===== src/hw/rtl/mspf_pkg.sv =====
// Package: shared types, constants and register codes of the speed controller.
`timescale 1ns / 1ps

package mspf_pkg;

    // Command clamp in whole duty counts
    localparam int DUTY_MAX = 255;

    // Field and state widths
    localparam int SP_W     = 15;
    localparam int GAIN_W   = 16;
    localparam int ILIM_W   = 20;
    localparam int TICK_W   = 10;
    localparam int ACC_W    = 16;
    localparam int RPM_W    = 32;
    localparam int ERR_W    = 33;
    localparam int ISUM_W   = 40;
    localparam int ITRIAL_W = 41;
    localparam int PD_W     = 50;
    localparam int FF_W     = 31;
    localparam int WIDE_W   = 64;
    localparam int CFG_IDX_W  = 3;
    localparam int CFG_DATA_W = 20;
    localparam int MEAS_W   = 24;
    localparam int DUTY_W   = 8;

    // Shared multiplier operand widths
    localparam int MUL_A_W = 17;
    localparam int MUL_B_W = 41;
    localparam int PROD_W  = MUL_A_W + MUL_B_W;

    // Command limit, Q.24
    localparam logic signed [WIDE_W-1:0] CMD_LIM = WIDE_W'(DUTY_MAX) <<< 24;

    // Measured speed saturation limits, Q.8
    localparam logic signed [RPM_W-1:0] MEAS_MAX = RPM_W'((64'sd1 <<< (MEAS_W - 1)) - 1);
    localparam logic signed [RPM_W-1:0] MEAS_MIN = -(RPM_W'(64'sd1 <<< (MEAS_W - 1)));

    // Register reset values
    localparam logic signed [SP_W-1:0]   RST_SETPOINT  = '0;
    localparam logic signed [GAIN_W-1:0] RST_KP        = 16'sd102;
    localparam logic [GAIN_W-1:0]        RST_KI        = 16'd1245;
    localparam logic signed [GAIN_W-1:0] RST_KD        = '0;
    localparam logic signed [GAIN_W-1:0] RST_KF        = 16'sd128;
    localparam logic [GAIN_W-1:0]        RST_RPP       = 16'd3636;
    localparam logic [ILIM_W-1:0]        RST_ILIM      = 20'd10000;
    localparam logic [TICK_W-1:0]        RST_SAMPLE_MS = 10'd20;

    // Configuration register indexes
    typedef enum logic [CFG_IDX_W-1:0] {
        REG_SETPOINT  = 3'd0,
        REG_KP        = 3'd1,
        REG_KI        = 3'd2,
        REG_KD        = 3'd3,
        REG_KF        = 3'd4,
        REG_RPP       = 3'd5,
        REG_ILIM      = 3'd6,
        REG_SAMPLE_MS = 3'd7
    } t_reg_idx;

    // Sequencer states, one per control update step
    typedef enum logic [3:0] {
        S_IDLE,
        S_RPM,
        S_ERR,
        S_PROP,
        S_DERIV,
        S_INTEG,
        S_TRIAL,
        S_OUTI,
        S_CMD
    } t_state;

    // Operand pair fed to the shared multiplier
    typedef enum logic [2:0] {
        MUL_RPM,
        MUL_FF,
        MUL_P,
        MUL_D,
        MUL_ITRIAL,
        MUL_IOUT
    } t_mul_op;

    // Step controls from the sequencer to the datapath
    typedef struct packed {
        logic    busy;
        logic    ld_err;
        logic    ld_prop;
        logic    ld_deriv;
        logic    ld_integ;
        logic    ld_trial;
        logic    ld_base;
        logic    commit;
        t_mul_op mul_op;
    } t_ctrl;

endpackage


===== src/hw/rtl/mspf_mul.sv =====
// Shared signed multiplier with a registered product.
`timescale 1ns / 1ps

module mspf_mul
    import mspf_pkg::*;
(
    input  logic                       i_clk,
    input  logic                       i_en,
    input  logic signed [MUL_A_W-1:0]  i_a,
    input  logic signed [MUL_B_W-1:0]  i_b,
    output logic signed [PROD_W-1:0]   o_prod
);

    logic signed [PROD_W-1:0] r_prod;
    logic signed [PROD_W-1:0] n_prod;

    // One multiply per cycle, result held until the next enabled step
    always_comb begin
        n_prod = PROD_W'(i_a) * PROD_W'(i_b);
    end

    always_ff @(posedge i_clk) begin
        if (i_en) begin
            r_prod <= n_prod;
        end
    end

    assign o_prod = r_prod;

endmodule


===== src/hw/rtl/mspf_seq.sv =====
// Sequencer that steps the shared multiplier through one control update.
`timescale 1ns / 1ps

module mspf_seq
    import mspf_pkg::*;
(
    input  logic  i_clk,
    input  logic  i_rst_n,
    input  logic  i_start,
    input  logic  i_slot_free,
    output t_ctrl o_ctrl
);

    t_state r_state;
    t_state n_state;

    // State register
    always_ff @(posedge i_clk) begin
        if (!i_rst_n) begin
            r_state <= S_IDLE;
        end else begin
            r_state <= n_state;
        end
    end

    // Next state
    always_comb begin
        n_state = r_state;
        unique case (r_state)
            S_IDLE:  if (i_start) n_state = S_RPM;
            S_RPM:   n_state = S_ERR;
            S_ERR:   n_state = S_PROP;
            S_PROP:  n_state = S_DERIV;
            S_DERIV: n_state = S_INTEG;
            S_INTEG: n_state = S_TRIAL;
            S_TRIAL: n_state = S_OUTI;
            S_OUTI:  n_state = S_CMD;
            S_CMD:   if (i_slot_free) n_state = S_IDLE;
            default: n_state = S_IDLE;
        endcase
    end

    // Step controls
    always_comb begin
        o_ctrl        = '0;
        o_ctrl.busy   = (r_state != S_IDLE);
        o_ctrl.mul_op = MUL_IOUT;
        unique case (r_state)
            S_IDLE:  o_ctrl.mul_op = MUL_RPM;
            S_RPM:   o_ctrl.mul_op = MUL_RPM;
            S_ERR: begin
                o_ctrl.ld_err = 1'b1;
                o_ctrl.mul_op = MUL_FF;
            end
            S_PROP: begin
                o_ctrl.ld_prop = 1'b1;
                o_ctrl.mul_op  = MUL_P;
            end
            S_DERIV: begin
                o_ctrl.ld_deriv = 1'b1;
                o_ctrl.mul_op   = MUL_D;
            end
            S_INTEG: begin
                o_ctrl.ld_integ = 1'b1;
                o_ctrl.mul_op   = MUL_ITRIAL;
            end
            S_TRIAL: o_ctrl.ld_trial = 1'b1;
            S_OUTI:  o_ctrl.ld_base  = 1'b1;
            S_CMD:   o_ctrl.commit   = i_slot_free;
            default: o_ctrl.mul_op   = MUL_IOUT;
        endcase
    end

endmodule


===== src/hw/rtl/motor_speed_pid_with_feedforward.sv =====
// Top level: motor speed PID with feed-forward and conditional integration.
// Latency: a tick that closes no sample period is taken with no result.
// A tick that closes the period steps the sequencer through RPM, ERR, PROP, DERIV,
// INTEG, TRIAL, OUTI and CMD; input stall stays high for those 8 update steps, set by the sequencer.
// Throughput: one tick per cycle between updates; the last update step waits
// while the previous result is not taken. Reset: synchronous active low;
// registers to defaults, counters and sums to zero.
`timescale 1ns / 1ps

module motor_speed_pid_with_feedforward
    import mspf_pkg::*;
(
    input  logic                   i_clk,
    input  logic                   i_rst_n,
    // tick request channel
    input  logic                   i_in_valid,
    output logic                   o_in_stall,
    input  logic [7:0]             i_pulse_count,
    // result request channel
    output logic                   o_out_valid,
    input  logic                   i_out_stall,
    output logic                   o_reverse,
    output logic [DUTY_W-1:0]      o_duty,
    output logic signed [MEAS_W-1:0] o_measured_rpm,
    // configuration write channel
    input  logic                   i_cfg_valid,
    output logic                   o_cfg_ready,
    input  logic [CFG_IDX_W-1:0]   i_cfg_index,
    input  logic [CFG_DATA_W-1:0]  i_cfg_data
);

    // Configuration registers
    logic signed [SP_W-1:0]   r_setpoint;
    logic signed [GAIN_W-1:0] r_kp;
    logic [GAIN_W-1:0]        r_ki;
    logic signed [GAIN_W-1:0] r_kd;
    logic signed [GAIN_W-1:0] r_kf;
    logic [GAIN_W-1:0]        r_rpp;
    logic [ILIM_W-1:0]        r_ilim;
    logic [TICK_W-1:0]        r_sample_ms;

    // Controller state
    logic [TICK_W-1:0]          r_tick_cnt;
    logic signed [ACC_W-1:0]    r_pulse_acc;
    logic signed [RPM_W-1:0]    r_prev;
    logic signed [ISUM_W-1:0]   r_isum;

    // Update working registers
    logic signed [RPM_W-1:0]    r_rpm;
    logic signed [ERR_W-1:0]    r_err;
    logic signed [FF_W-1:0]     r_ff;
    logic signed [ERR_W-1:0]    r_diff;
    logic signed [PD_W-1:0]     r_pd;
    logic signed [ITRIAL_W-1:0] r_itrial;
    logic signed [WIDE_W-1:0]   r_base;

    // Output register
    logic                       r_out_valid;
    logic                       r_reverse;
    logic [DUTY_W-1:0]          r_duty;
    logic signed [MEAS_W-1:0]   r_meas;

    t_ctrl                      w_ctrl;
    logic                       w_in_acc;
    logic                       w_slot_free;
    logic [TICK_W-1:0]          w_cnt_inc;
    logic [TICK_W-1:0]          w_period;
    logic                       w_update;
    logic signed [ACC_W-1:0]    n_pulse_acc;
    logic signed [MUL_A_W-1:0]  w_mul_a;
    logic signed [MUL_B_W-1:0]  w_mul_b;
    logic signed [PROD_W-1:0]   w_prod;
    logic signed [RPM_W-1:0]    w_prod_rpm;
    logic signed [WIDE_W-1:0]   w_trial;
    logic                       w_win;
    logic signed [ITRIAL_W-1:0] w_ilim;
    logic signed [ITRIAL_W-1:0] w_iclamp;
    logic signed [WIDE_W-1:0]   w_cmd;
    logic signed [WIDE_W-1:0]   w_cmd_c;
    logic signed [WIDE_W-1:0]   w_mag;
    logic signed [RPM_W-1:0]    w_meas;

    assign o_cfg_ready = 1'b1;
    assign o_in_stall  = w_ctrl.busy;
    assign w_in_acc    = i_in_valid && !o_in_stall;
    assign w_slot_free = !r_out_valid || !i_out_stall;

    // Tick bookkeeping: edge accumulation and period check
    always_comb begin
        w_cnt_inc = r_tick_cnt + TICK_W'(1);
        w_period  = (r_sample_ms == '0) ? TICK_W'(1) : r_sample_ms;
        w_update  = (w_cnt_inc >= w_period);
        if (r_setpoint[SP_W-1]) begin
            n_pulse_acc = r_pulse_acc - $signed({8'd0, i_pulse_count});
        end else begin
            n_pulse_acc = r_pulse_acc + $signed({8'd0, i_pulse_count});
        end
    end

    // Configuration writes
    always_ff @(posedge i_clk) begin
        if (!i_rst_n) begin
            r_setpoint  <= RST_SETPOINT;
            r_kp        <= RST_KP;
            r_ki        <= RST_KI;
            r_kd        <= RST_KD;
            r_kf        <= RST_KF;
            r_rpp       <= RST_RPP;
            r_ilim      <= RST_ILIM;
            r_sample_ms <= RST_SAMPLE_MS;
        end else if (i_cfg_valid && o_cfg_ready) begin
            unique case (t_reg_idx'(i_cfg_index))
                REG_SETPOINT:  r_setpoint  <= $signed(i_cfg_data[SP_W-1:0]);
                REG_KP:        r_kp        <= $signed(i_cfg_data[GAIN_W-1:0]);
                REG_KI:        r_ki        <= i_cfg_data[GAIN_W-1:0];
                REG_KD:        r_kd        <= $signed(i_cfg_data[GAIN_W-1:0]);
                REG_KF:        r_kf        <= $signed(i_cfg_data[GAIN_W-1:0]);
                REG_RPP:       r_rpp       <= i_cfg_data[GAIN_W-1:0];
                REG_ILIM:      r_ilim      <= i_cfg_data[ILIM_W-1:0];
                REG_SAMPLE_MS: r_sample_ms <= i_cfg_data[TICK_W-1:0];
                default:       r_sample_ms <= r_sample_ms;
            endcase
        end
    end

    // Sequencer and shared multiplier
    mspf_seq u_seq (
        .i_clk       (i_clk),
        .i_rst_n     (i_rst_n),
        .i_start     (w_in_acc && w_update),
        .i_slot_free (w_slot_free),
        .o_ctrl      (w_ctrl)
    );

    // Operand selection for the current step
    always_comb begin
        unique case (w_ctrl.mul_op)
            MUL_RPM: begin
                w_mul_a = $signed({1'b0, r_rpp});
                w_mul_b = MUL_B_W'(r_pulse_acc);
            end
            MUL_FF: begin
                w_mul_a = MUL_A_W'(r_kf);
                w_mul_b = MUL_B_W'(r_setpoint);
            end
            MUL_P: begin
                w_mul_a = MUL_A_W'(r_kp);
                w_mul_b = MUL_B_W'(r_err);
            end
            MUL_D: begin
                w_mul_a = MUL_A_W'(r_kd);
                w_mul_b = MUL_B_W'(r_diff);
            end
            MUL_ITRIAL: begin
                w_mul_a = $signed({1'b0, r_ki});
                w_mul_b = r_itrial;
            end
            MUL_IOUT: begin
                w_mul_a = $signed({1'b0, r_ki});
                w_mul_b = MUL_B_W'(r_isum);
            end
            default: begin
                w_mul_a = '0;
                w_mul_b = '0;
            end
        endcase
    end

    mspf_mul u_mul (
        .i_clk  (i_clk),
        .i_en   (w_ctrl.busy),
        .i_a    (w_mul_a),
        .i_b    (w_mul_b),
        .o_prod (w_prod)
    );

    // Trial command, integral clamp and final command
    always_comb begin
        w_prod_rpm = w_prod[RPM_W-1:0];
        w_trial    = (WIDE_W'(r_pd) <<< 8) + WIDE_W'(w_prod);
        w_win      = (w_trial < CMD_LIM) && (w_trial > -CMD_LIM);
        w_ilim     = $signed({13'd0, r_ilim, 8'd0});
        if (r_itrial > w_ilim) begin
            w_iclamp = w_ilim;
        end else if (r_itrial < -w_ilim) begin
            w_iclamp = -w_ilim;
        end else begin
            w_iclamp = r_itrial;
        end
        w_cmd = r_base + WIDE_W'(w_prod);
        if (w_cmd > CMD_LIM) begin
            w_cmd_c = CMD_LIM;
        end else if (w_cmd < -CMD_LIM) begin
            w_cmd_c = -CMD_LIM;
        end else begin
            w_cmd_c = w_cmd;
        end
        w_mag = w_cmd_c[WIDE_W-1] ? -w_cmd_c : w_cmd_c;
        if (r_rpm > MEAS_MAX) begin
            w_meas = MEAS_MAX;
        end else if (r_rpm < MEAS_MIN) begin
            w_meas = MEAS_MIN;
        end else begin
            w_meas = r_rpm;
        end
    end

    // Update working registers, loaded step by step
    always_ff @(posedge i_clk) begin
        if (w_ctrl.ld_err) begin
            r_rpm <= w_prod_rpm;
            r_err <= (ERR_W'(r_setpoint) <<< 8) - ERR_W'(w_prod_rpm);
        end
        if (w_ctrl.ld_prop) begin
            r_ff   <= w_prod[FF_W-1:0];
            r_diff <= ERR_W'(r_prev) - ERR_W'(r_rpm);
        end
        if (w_ctrl.ld_deriv) begin
            r_pd     <= w_prod[PD_W-1:0];
            r_itrial <= ITRIAL_W'(r_isum) + ITRIAL_W'(r_err);
        end
        if (w_ctrl.ld_integ) begin
            r_pd <= r_pd + w_prod[PD_W-1:0];
        end
        if (w_ctrl.ld_base) begin
            r_base <= (WIDE_W'(r_ff) <<< 16) + (WIDE_W'(r_pd) <<< 8);
        end
    end

    // Controller state: tick counter, edge accumulator, history, integral
    always_ff @(posedge i_clk) begin
        if (!i_rst_n) begin
            r_tick_cnt  <= '0;
            r_pulse_acc <= '0;
            r_prev      <= '0;
            r_isum      <= '0;
        end else begin
            if (w_ctrl.commit) begin
                r_tick_cnt  <= '0;
                r_pulse_acc <= '0;
                r_prev      <= r_rpm;
            end else if (w_in_acc) begin
                r_tick_cnt  <= w_cnt_inc;
                r_pulse_acc <= n_pulse_acc;
            end
            // conditional integration: only inside the command window
            if (w_ctrl.ld_trial && w_win) begin
                r_isum <= w_iclamp[ISUM_W-1:0];
            end
        end
    end

    // Output register
    always_ff @(posedge i_clk) begin
        if (!i_rst_n) begin
            r_out_valid <= 1'b0;
        end else if (w_ctrl.commit) begin
            r_out_valid <= 1'b1;
        end else if (r_out_valid && !i_out_stall) begin
            r_out_valid <= 1'b0;
        end
    end

    always_ff @(posedge i_clk) begin
        if (w_ctrl.commit) begin
            r_reverse <= w_cmd_c[WIDE_W-1];
            r_duty    <= w_mag[31:24];
            r_meas    <= w_meas[MEAS_W-1:0];
        end
    end

    assign o_out_valid    = r_out_valid;
    assign o_reverse      = r_reverse;
    assign o_duty         = r_duty;
    assign o_measured_rpm = r_meas;

    // A result appears only from the final update step
    a_out_from_commit: assert property (@(posedge i_clk) disable iff (!i_rst_n)
        $rose(o_out_valid) |-> $past(w_ctrl.commit))
        else $error("result raised without an update commit");

    // Committing an update restarts the sample period
    a_commit_clears: assert property (@(posedge i_clk) disable iff (!i_rst_n)
        w_ctrl.commit |=> (r_tick_cnt == '0) && (r_pulse_acc == '0))
        else $error("tick counter or accumulator not cleared after update");

    // A freshly integrated sum lies within the configured limit
    a_isum_bounded: assert property (@(posedge i_clk) disable iff (!i_rst_n)
        (w_ctrl.ld_trial && w_win) |=>
            (ITRIAL_W'(r_isum) <= w_ilim) && (ITRIAL_W'(r_isum) >= -w_ilim))
        else $error("integral outside its limit after accumulation");

endmodule


===== config.mk =====
export PLATFORM = sky130hd
export DESIGN_NAME = motor_speed_pid_with_feedforward
export DESIGN_NICKNAME = d
export VERILOG_FILES = /design/src/hw/rtl/mspf_pkg.sv /design/src/hw/rtl/mspf_mul.sv /design/src/hw/rtl/mspf_seq.sv /design/src/hw/rtl/motor_speed_pid_with_feedforward.sv
export SDC_FILE = /design/constraint.sdc
export NUM_CORES = 2
export LEC_CHECK = 0
export BUFFER_PORTS_ARGS = -buffer_cell sky130_fd_sc_hd__buf_2
export CAP_MARGIN = 25
export CORE_UTILIZATION = 61
export CTS_BUF_LIST = sky130_fd_sc_hd__clkbuf_8
export CTS_CLUSTER_DIAMETER = 50
export CTS_CLUSTER_SIZE = 25
export DETAILED_ROUTE_END_ITERATION = 10
export PLACE_DENSITY = 0.77
export SYNTH_ARGS = -nofsm -noshare
export SYNTH_HDL_FRONTEND = slang
export SYNTH_SLANG_ARGS = --single-unit

===== constraint.sdc =====
create_clock -name i_clk -period 21.5 [get_ports i_clk]
set_clock_uncertainty 0.1 [all_clocks]
set_input_delay 2.15 -clock i_clk [delete_from_list [all_inputs] [get_ports i_clk]]
set_output_delay 2.15 -clock i_clk [all_outputs]
set_load 0.01 [all_outputs]

Word level (Yosys, flattened, before mapping). Cells that the tools add are included.

Register bits: 603. Input port bits: 36. Output and inout bits: 36. Logic and storage cells: 123.

Add/sub/neg operators: 12. Multiply operators: 1. Magnitude comparators: 9. Equality and inequality tests: 22. Mux-type cells: 25. Bitwise gates (word level): 1. Reduce and logical (&&, ||, !) cells: 28.

Operators by type and width (number): 41-bit one-hot mux with 6 select lines (1); 64-bit two-way mux (2); 50-bit two-way mux (2); 17-bit one-hot mux with 5 select lines (1); 40-bit two-way mux (2); 64-bit by 58-bit adder with 64-bit output (1); 64-bit by 33-bit greater-than comparator with 1-bit output, second input constant (1); 64-bit by 33-bit < comparator with 1-bit output, second input constant (1); 47-bit by 58-bit adder with 59-bit output (1); 58-bit by 58-bit adder with 59-bit output (1); 59-bit by 33-bit greater-than comparator with 1-bit output, second input constant (1); 59-bit by 33-bit < comparator with 1-bit output, second input constant (1); 17-bit by 41-bit multiplier with 58-bit output (1); 50-bit adder (1); 40-bit by 33-bit adder with 41-bit output (1); 41-bit by 29-bit greater-than comparator with 1-bit output (1); 41-bit < comparator (1); 28-bit negator with 41-bit output (1); 4-bit one-hot mux with 9 select lines (1); 23-bit by 32-bit subtractor with 33-bit output (1); 32-bit by 32-bit subtractor with 33-bit output (1); 32-bit by 24-bit greater-than comparator with 1-bit output, second input constant (1); 32-bit by 24-bit < comparator with 1-bit output, second input constant (1); 32-bit two-way mux (1); 30 further kinds (71).

Logic depth before layout (Yosys ltp).
Depth in word-level cells: 7. Mapped depth: 37.

Cells and area by module. From an unflattened synthesis, not the netlist that was laid out.

Cell total of the unflattened synthesis: 7241. Area total of the unflattened synthesis: 64605.7 um^2.

Modules (own cells, without submodules): motor_speed_pid_with_feedforward (instances 1, cells an instance 4450, area each 39004.9 um^2, sequential area each 13583.0 um^2); mspf_mul (instances 1, cells an instance 2753, area each 25308.0 um^2, sequential area each 1741.7 um^2); mspf_seq (instances 1, cells an instance 38, area each 292.8 um^2, sequential area each 80.1 um^2).

Least setup slack after synthesis. Ideal clock, no wire load.

Kind: flip-flop to flip-flop. From: register u_seq.r_state[1]. To: register u_mul.r_prod[54] (netlist: u_mul.o_prod[54]) (data pin). Library setup time: 259 ps. Data arrival time: 10365 ps. Data required time: 21141 ps. Slack: 10777 ps. Cell stages (with the launch flop): 34. Clock period less this slack: 10723 ps. Cells stage by stage: dfxtp_1 clkbuf_1 nand2b_1 nor3_1 clkbuf_1 clkbuf_1 a22oi_1 nand4_1 clkbuf_1 nand2_1 fa_1 inv_1 fa_1 fa_1 fa_1 fa_1 inv_1 fa_1 inv_1 ha_1 clkbuf_1 a21o_1 a31o_2 o311ai_1 a31oi_1 o311ai_1 o21ai_1 a311oi_1 o31a_1 o21a_1 a211oi_1 a21o_1 a21oi_1 xnor2_1.

Longest elaborated chain between the ends: 7.

RTL lines: start, declared (RTL line mspf_seq.sv:14) `t_state r_state;`; start signal, assigned (RTL line mspf_seq.sv:22) `r_state <= n_state;`; 4-bit by 1-bit == test with 1-bit output or 4-bit zero test (tied branches) (RTL line mspf_seq.sv:48) `unique case (r_state)`; 2-bit OR reduction (no source line); 3-bit one-hot mux with 5 select lines (*) (RTL line mspf_seq.sv:48); 3-bit == test (RTL line motor_speed_pid_with_feedforward.sv:137) `unique case (w_ctrl.mul_op)`; 2-bit OR reduction (no source line); 17-bit one-hot mux with 5 select lines (RTL line motor_speed_pid_with_feedforward.sv:137); 17-bit by 41-bit multiplier with 58-bit output (*) (RTL line mspf_mul.sv:19) `n_prod = PROD_W'(i_a) * PROD_W'(i_b);`; net u_mul.n_prod[54] (RTL line mspf_mul.sv:15) `logic signed [PROD_W-1:0] n_prod;`; end signal, assigned (RTL line mspf_mul.sv:24) `r_prod <= n_prod;`; end, declared (RTL line mspf_mul.sv:14) `logic signed [PROD_W-1:0] r_prod;`.

Mark *: on every way through the listed nets, which the timed path passes. The rest lies on a longest branch. A chain may end at the register's enable or synchronous reset.

Worst setup path after layout. Ends and elaborated chain as after synthesis.

==> impl_metrics.ini <==
[timing]
finalCriticalPeriod_ns = 10.58
finalSetupTns_ns = 0
share_of_the_clock_period_used_by_the_worst_path_pct = 49.2
setup_viol_count_final = 0
timing.slew.headroom_pct = 29.6
maxSlewViolCount = 0
grt_setup_unrepaired = no
hold_viol = 0
tightestPinTransition_ns = 1.06
maxClockFrequency_mhz = 94.5

[detailed_routing]
route.detailed.wl_per_inst_um = 21.8
finalWirelength_um = 188000
first_pass_iters = 8
routed_via_density = 6.19
detail-route-antenna-nets = 0
dr_total_vias = 53375
drc_errors = 0
drt_iter0_markers = 5085

[logic_synthesis]
async_reset_ff_share_pct = 0
synth_fp_nets = 8447
synth.avg_cell_area_um2 = 8.86
sequential_area_share_after_synthesis_pct = 24.0
ys.flop_type = sky130_fd_sc_hd__edfxtp_1
postSynthCellCount = 7243
post_synth_num_cell_types = 106
synth_warnings = 0
number_of_flops_mapped_to_enable_cells_by_yosys = 361
synth_area_um2 = 64100
synth.ff_latch_count = 589

[pwr]
vdd_ir_drop_max_mv = 0.0607
p_leak_nw = 31.0
power_density_nw_per_um2 = 64.2

[clock_tree]
cts_max_path_buffers = 3
cts-hold-fix-buffers = 0
clkSinkCount = 589
cts_max_level = 3
postCtsSetupBuffers = 0
post_cts_resize_count = 0
clk-insertion-delay-late_ns = 0.79
clk_root_buffer_cell = sky130_fd_sc_hd__clkbuf_8
cts_made_buffers = 82
clk_transition_reported_paths_ns = 0.09
tritoncts = built

[critical_path]
timing.setup.critical_path_class = reg -> reg
critPathLaunch = u_seq.r_state[1]$_SDFFE_PN0P_
r2r_start = u_seq.r_state[1]$_SDFFE_PN0P_
critPathCapture = u_mul.o_prod[54]$_DFFE_PN_
timing.reg2reg.setup_slack_ns = 10.92
setup.worst_path.start_class = register
critical_path_arrival_ns = 10.99
crit_path_max_fanout = 65
timing.critical_path.slowest_stage_cell = sky130_fd_sc_hd__buf_4
slowest_delay_ns = 0.72
reg2reg_to = u_mul.o_prod[54]$_DFFE_PN_
cp_most_frequent_cell = sky130_fd_sc_hd__fa_1
setup.worst_path.end_class = register
worst_r2r_path_depth = 33
critical_path_required_ns = 21.91

[global_route]
grt_usage_pct = 35.4
vias_in_the_first_global_route = 53649
grt-ovfl-total = 0
grt_pass1_wl_um = 294000
antenna_found_initial = 13
maximum_number_of_pins_on_one_net_before_global_route_repair = 114

[floorplan]
io-pin-count = 72
design.core.area_um2 = 104000
die-width_um = 326
effective_utilization_at_floorplan_pct = 61.7
dieArea_um2 = 106000
rows = 118
die_y_um = 326

[placement]
io_buffers = 70
post_dp_hpwl_um = 145000
placed_cells_incl_taps = 8464
globalplace.congestion = 1.00

[layout]
fin_util_pct = 65.0
layoutNonFillerInstCount = 8621
num-nets-final = 8373
drive_above_1_share_pct = 5.10
area_growth_pct = 5.25

[run]
max-cap-violations = 0

[status]
run_status = completed

[hold_path]
worst_hold_path_type = reg -> reg
[routing by layer]
metal  part of all wire [%]  global-route usage [%]  up-vias  wire, um
met3                     11                    9.93      560     21000
met5                  0.035                       0        -        66
met4                    4.8                    15.7       10      8980
met1                     39                    45.0    25826     73400
met2                     45                    56.3     2596     84300
li1                       -                       -    24383         -
[sequential cells by signal (all words and copies together) (netlist names), 4 cells and up]
register and cells:
o_duty 8, o_measured_rpm 24, r_base 51, r_diff 33, r_err 32, r_ff 31
r_ilim 20, r_isum 40, r_itrial 41, r_kd 16, r_kf 16, r_ki 16
r_kp 16, r_pd 50, r_prev 32, r_pulse_acc 16, r_rpm 32, r_rpp 16
r_sample_ms 10, r_setpoint 15, r_tick_cnt 10, u_mul.o_prod 58, u_seq.r_state 4
[how the worst min path moves through the flow]
stage | from | slack, ns | cells after the start | endpoint
after floorplan | r_ki[6]$_SDFFE_PN1P_ | 0.34 | 2 | r_ki[6]$_SDFFE_PN1P_
after global placement | r_kd[4]$_SDFFE_PN0P_ | 0.35 | 2 | r_kd[4]$_SDFFE_PN0P_
after detailed placement | r_kp[5]$_SDFFE_PN1P_ | 0.36 | 2 | r_kp[5]$_SDFFE_PN1P_
after CTS | r_kp[12]$_SDFFE_PN0P_ | 0.37 | 2 | r_kp[12]$_SDFFE_PN0P_
after global routing | r_kd[14]$_SDFFE_PN0P_ | 0.39 | 2 | r_kd[14]$_SDFFE_PN0P_
final | r_kf[11]$_SDFFE_PN0P_ | 0.37 | 2 | r_kf[11]$_SDFFE_PN0P_
[worst max-delay path: cells and delay by family, from the launching register on]
kind	cells	cell delay, ns
adder cells (fa/ha/maj)	7	3.47
flip-flops	1	0.55
AND/OR/NAND/NOR	6	1.01
buffers and inverters	8	2.14
AO/OA/AOI/OAI	11	2.82
XOR/XNOR	1	0.13
[per-stage QoR]
| step | total power, mW | setup slack, ns | instance area, um2 | hold WS [ns] |
|---|---|---|---|---|
| 5_1_grt | 4.60 | 10.44 | 67500 | 0.391 |
| 3_5_place_dp | 3.32 | 11.08 | 65700 | 0.360 |
| 3_3_place_gp | 3.27 | 11.25 | 65600 | 0.351 |
| 2_1_floorplan | 2.79 | 10.78 | 64100 | 0.341 |
| 6_report | 4.34 | 10.92 | 67500 | 0.370 |
| 4_1_cts | 4.31 | 11.07 | 67500 | 0.370 |
[cell type report]
class,instances,area (um2)
sequential,589,15400
clock inverter,65,609
fill,8559,36400
inverter,929,3490
antenna,2,5.00
timing repair buffer,139,872
clock buffer,89,1220
tap,1380,1730
multi-input combinational,5428,44200
[cell usage after synthesis (78+ instances only)]
library cell               instances  share of area, %
sky130_fd_sc_hd__a21boi_0        144               1.7
sky130_fd_sc_hd__a21o_1          201               2.4
sky130_fd_sc_hd__a21oi_1         359               2.8
sky130_fd_sc_hd__a22oi_1         104               1.2
sky130_fd_sc_hd__and3_1           78              0.76
sky130_fd_sc_hd__clkbuf_1        258               1.5
sky130_fd_sc_hd__dfxtp_1         228               7.1
sky130_fd_sc_hd__edfxtp_1        361                17
sky130_fd_sc_hd__fa_1            663                21
sky130_fd_sc_hd__ha_1            505               9.8
sky130_fd_sc_hd__inv_1           929               5.4
sky130_fd_sc_hd__nand2_1         961               5.6
sky130_fd_sc_hd__nand2b_1         78              0.76
sky130_fd_sc_hd__nand3_1         128               1.0
sky130_fd_sc_hd__nand4_1          78              0.76
sky130_fd_sc_hd__nor2_1          636               3.7
sky130_fd_sc_hd__nor3_1           93              0.73
sky130_fd_sc_hd__o21a_1           85              0.99
sky130_fd_sc_hd__o21ai_0         235               1.8
sky130_fd_sc_hd__xnor2_1         227               3.1
sky130_fd_sc_hd__xor2_1          104               1.4
[cell families after synthesis]
group                    synth area share, %
adder cells (fa/ha/maj)                 30.5
XOR/XNOR                                4.52
AO/OA/AOI/OAI                           16.4
AND/OR/NAND/NOR                         16.3
flip-flops                              24.0
other                                0.00585
multiplexers                            1.01
buffers and inverters                   7.29
[cell usage in the layout, fill, tap and decap left out, types with 85 or more instances in the layout]
master and count:
sky130_fd_sc_hd__a21boi_0 144, sky130_fd_sc_hd__a21o_1 201, sky130_fd_sc_hd__a21oi_1 353, sky130_fd_sc_hd__a22oi_1 104, sky130_fd_sc_hd__clkbuf_8 89, sky130_fd_sc_hd__dfxtp_1 228, sky130_fd_sc_hd__edfxtp_1 361, sky130_fd_sc_hd__fa_1 663
sky130_fd_sc_hd__ha_1 505, sky130_fd_sc_hd__inv_1 934, sky130_fd_sc_hd__nand2_1 961, sky130_fd_sc_hd__nand3_1 128, sky130_fd_sc_hd__nor2_1 633, sky130_fd_sc_hd__nor3_1 89, sky130_fd_sc_hd__o21a_1 85, sky130_fd_sc_hd__o21ai_0 235
sky130_fd_sc_hd__xnor2_1 227, sky130_fd_sc_hd__xor2_1 104
[report_power, final]
group          internal [mW]  switching, mW
sequential              1.31          0.113
clock                  0.455          0.537
combinational          0.717           1.21
total                   2.48           1.86
Note: power is estimated with default switching activity, not from simulation.
